===== src/design/prs_pkg.sv =====
// shared types and constants of the row pixel sorter
package prs_pkg;

    localparam int MAX_ROW_WIDTH_DEF = 1024;
    localparam int ROW_WIDTH_RESET   = 640;
    localparam int CFG_W             = 11;
    localparam int KEY_BINS          = 256;
    localparam int KEY_W             = 8;
    localparam int PIX_W             = 24;

    typedef struct packed {
        logic             is_pixel;
        logic [KEY_W-1:0] red;
        logic [KEY_W-1:0] green;
        logic [KEY_W-1:0] blue;
    } item_t;

endpackage


===== src/design/prs_front.sv =====
// input side: accepts items and queues them for the sort engine
module prs_front (
    input  logic              aclk,
    input  logic              aresetn,
    input  logic              s_valid,
    output logic              s_ready,
    input  logic              s_pixel_valid,
    input  logic [7:0]        s_red,
    input  logic [7:0]        s_green,
    input  logic [7:0]        s_blue,
    output logic              q_valid,
    output prs_pkg::item_t    q_item,
    input  logic              q_pop
);

    prs_pkg::item_t slot_reg [2];
    logic [1:0]     cnt_reg, cnt_next;
    logic           wr_ptr_reg, wr_ptr_next;
    logic           rd_ptr_reg, rd_ptr_next;
    logic           push;

    assign s_ready = (cnt_reg != 2'd2);
    assign push    = s_valid && s_ready;
    assign q_valid = (cnt_reg != 2'd0);
    assign q_item  = slot_reg[rd_ptr_reg];

    always_comb begin
        wr_ptr_next = push  ? ~wr_ptr_reg : wr_ptr_reg;
        rd_ptr_next = q_pop ? ~rd_ptr_reg : rd_ptr_reg;
        cnt_next    = cnt_reg;
        if (push && !q_pop) begin
            cnt_next = cnt_reg + 2'd1;
        end else if (!push && q_pop) begin
            cnt_next = cnt_reg - 2'd1;
        end
    end

    always_ff @(posedge aclk) begin
        if (!aresetn) begin
            cnt_reg    <= 2'd0;
            wr_ptr_reg <= 1'b0;
            rd_ptr_reg <= 1'b0;
        end else begin
            cnt_reg    <= cnt_next;
            wr_ptr_reg <= wr_ptr_next;
            rd_ptr_reg <= rd_ptr_next;
            if (push) begin
                // drain items only pull output, the flag tells the engine apart
                slot_reg[wr_ptr_reg] <= '{is_pixel: s_pixel_valid, red: s_red,
                                          green: s_green, blue: s_blue};
            end
        end
    end

endmodule


===== config.mk =====
export PLATFORM = sky130hd
export DESIGN_NAME = prs_front
export DESIGN_NICKNAME = d
export VERILOG_FILES = /design/src/design/prs_pkg.sv /design/src/design/prs_front.sv
export SDC_FILE = /design/constraint.sdc
export NUM_CORES = 1
export LEC_CHECK = 0
export BUFFER_PORTS_ARGS = -buffer_cell sky130_fd_sc_hd__buf_2
export CORE_MARGIN = 2
export CORE_UTILIZATION = 46
export CTS_BUF_LIST = sky130_fd_sc_hd__clkbuf_8 sky130_fd_sc_hd__clkbuf_16
export CTS_CLUSTER_DIAMETER = 150
export CTS_CLUSTER_SIZE = 8
export DETAILED_ROUTE_END_ITERATION = 10
export HOLD_SLACK_MARGIN = 0.08
export PLACE_DENSITY = 0.85
export SYNTH_ARGS = -nofsm -noshare
export SYNTH_HDL_FRONTEND = slang
export SYNTH_SLANG_ARGS = --single-unit

===== constraint.sdc =====
create_clock -name aclk -period 1.85 [get_ports aclk]
set_input_delay 0.185 -clock aclk [delete_from_list [all_inputs] [get_ports aclk]]
set_output_delay 0.185 -clock aclk [all_outputs]
set_load 0.01 [all_outputs]

==> summary.md <==
| Metric | Value |
|---|---|
| Status | completed |
| FF-to-FF End | cnt_reg[1]$_SDFFE_PN0P_ |
| Total grt overflow | 0 |
| Post-synthesis async set-or-reset flop share | 0% |
| IO buf count | 55 |
| Worst Max-Slew Pin Slew | between 0.2 and 0.25 ns |
| Leading register cell type out of synthesis | edfxtp_1 |
| Setup Total Neg Slack | 0 ns |
| Min-delay worst type | in -> reg |
| Critical path capture point type | flip-flop |
| Worst-path cell chain | nor2b_1, nor2_1, ha_1, or3_1, a21boi_1 |
| DR WL/cell | 14.45 µm |
| Placed insts | between 200 and 250 |
| Fmax | about 630 MHz |
| # rows | 24 |
| Crit. Startpoint | cnt_reg[1]$_SDFFE_PN0P_ |
| Final min period | 1.583 ns |
| Post-synth top cells | edfxtp_1, mux2_2, dfxtp_1 |
| Clk buf depth | 2 |
| Met3 wire length | between 200 and 250 µm |
| Min-delay src | aresetn |
| Worst Skew | 0.007210 ns |
| Worst-path fanout max | 4 |
| Die H | roughly 70 µm |
| Hold Path Depth | 2 |
| Critical path depth in cells | 5 |
| Final worst-path cycle share | 85.58% |
| Arr. time, crit path | approximately 1.8 ns |
| Final Wtd Congestion | 0.6980 |
| Pwr per Cell Area | between 900 and 1000 nW/µm² |
| Max Used Layer | met4 |
| Top cell type by total area after synthesis | edfxtp_1 |
| Filler cells | roughly 320 |
| Seq/Total Area, Yosys | between 70% and 80% |
| Largest vdd supply drop | 0.5848 mV |
| Placement Setup Slack | between 0.2 and 0.3 ns |
| Final net count | 225 |
| Core area | around 4300 µm² |
| Met2 WL post-DR | ~1900 µm |
| R2R Setup Slk | 0.27 ns |
| Buf+Inv Stages, Crit Path | 0 |
| Reg clk slew, reported paths | about 0.08 ns |
| Die Width | ~71 µm |
| Antenna-violating nets left | 0 |
| Root buffer cell | clkbuf_8 |
| Starting Density | 47.41% |
| Delay-heaviest family, CP | simple AND/OR/NAND/NOR gates |
| Synth Instances | between 100 and 150 |
| R2r startpoint | cnt_reg[1]$_SDFFE_PN0P_ |
| Post-Syn Area per Cell | roughly 19 µm² |
| Count leader, synth | edfxtp_1 |
| Critical path launch point type | flip-flop |
| Unrepaired setup endpoints after global routing | no |
| Layout Cells excl Fill | approximately 250 |
| Top-area cell type share of the netlist area | between 70% and 80% |
| Register-to-Register Path Depth | 5 |
| First drt pass iteration count | 4 |
| Worst path max stage delay | 0.37 ns |
| Worst skew pair latency | 0.30 ns |
| Global-route wire length before repair | about 5700 µm |
| Final Core Density | 63.87% |
| Initial antenna violation count | 0 |
| Vias in the first global route | 1251 |
| Footprint of the multi-input gates | slightly above 400 µm² |
| M1 WL | about 1400 µm |
| Flip-flop and latch area | 1602 µm² |
| Global-route usage over all layers | between 10% and 20% |
| Via-per-instance ratio | 4.782 |
| Final hold violation count | 0 |
| Top area cells in the synthesized netlist | edfxtp_1, mux2_2, dfxtp_1 |
| Synth Net Count | around 140 |
| IO Pins | 56 |
| Hpwl dp | 2460 µm |
| Diodes inserted | 0 |
| Distinct cells, synth | 17 |
| Worst path required time | between 2 and 2.5 ns |
| Num CTS Buffers | 5 |
| Worst path slowest cell | dfxtp_1 |
| CTS sink cnt | 55 |
| TritonCTS clock tree | yes |
| Vias | 1186 |
| Yosys Warn Count | 0 |
| First DRT Iteration DRCs | 60 |
| Final setup violating endpoints | 0 |
| Critical setup path kind | reg -> reg |
| Flops & latches, synth | 55 |
| Layout cell share with drive strength beyond 1 | 47.96% |
| Area growth syn-to-layout | 34.73% |
| Htree depth | 2 |
| Final Power | 2.490 mW |
| Post-synth EDFFs | 50 |
| Detailed-route DRC error count | 0 |
| Slew HR | between 80% and 90% |
| Leakage | approximately 1.1 nW |
| Sink of the worst hold path | rd_ptr_reg$_SDFFE_PN0P_ |
| Final setup margin | between 0.2 and 0.3 ns |
| DRT Wirelength | about 3600 µm |
| Die Footprint | between 4000 and 5000 µm² |
| Max-cap violations | 0 |
| Max FFs per register | 50 |
| Post-Syn Area | 2036 µm² |
| Largest net degree at the start of global routing | 17 |
| Final count of pins violating max slew | 0 |
-- layout by cell type, fill, tap and decap left out, drive strengths merged, types with 2 or more instances in the layout --
cell	count
clkbuf	5
a21boi	2
dfxtp	5
buf	61
edfxtp	50
o21ai	2
mux2	25
dlygate4sd3	25
and2	3
xor2	2
nor2	2
or3	2
inv	5
-- final cells by class --
type	count	share of cell area (%)
repair buffers	86	20.80
clock buffers	5	2.509
clock inverters	3	0.5474
multi-input cells	44	14.96
flip-flops and latches	55	58.39
well taps	52	2.372
inverters	3	0.4106
-- per-layer routing --
metal / global-route usage (%) / up-vias
li1: - / 574
met5: 0 / -
met2: 27.46 / 41
met1: 16.94 / 563
met4: 7.692 / 0
met3: 5.483 / 8
-- what timing repair did --
action | CTS | global route
gates resized for setup | 0 | 0
hold endpoints to repair | 49 | 0
endpoints found under the setup margin | 0 | 0
hold buffers | 25 | 0
buffers inserted | 0 | 0
-- logic make-up after synthesis --
kind of cell	count (synthesis)	synth area share (%)
buf+inv	6	1.290
xor+xnor	3	1.291
fa+ha+maj	1	0.6145
compound gates	4	1.229
simple gates	11	3.074
flops	55	78.67
mux	25	13.83
-- per-stage QoR --
step                      hold slack [ns]  cell area (µm²)
final                              0.1766             2743
after CTS                          0.1663             2743
after floorplan                    0.2839             2038
after detailed placement           0.3773             2409
after global routing               0.1933             2743
after global placement             0.3724             2409
-- power breakdown --
group / internal (mW) / switching, mW / total, mW
combinational: 0.214 / 0.190 / 0.404
sequential: 1.44 / 0.0293 / 1.47
clock: 0.257 / 0.355 / 0.612
-- how the worst max path moves through the flow --
stage | to | slack [ns]
2_1_floorplan | slot_reg[0][0]$_DFFE_PP_ | 0.13
3_3_place_gp | cnt_reg[1]$_SDFFE_PN0P_ | 0.40
3_5_place_dp | cnt_reg[1]$_SDFFE_PN0P_ | 0.26
4_1_cts | cnt_reg[1]$_SDFFE_PN0P_ | 0.24
5_1_grt | cnt_reg[1]$_SDFFE_PN0P_ | 0.11
6_report | cnt_reg[1]$_SDFFE_PN0P_ | 0.27
Power figures use the tool's default switching activity.
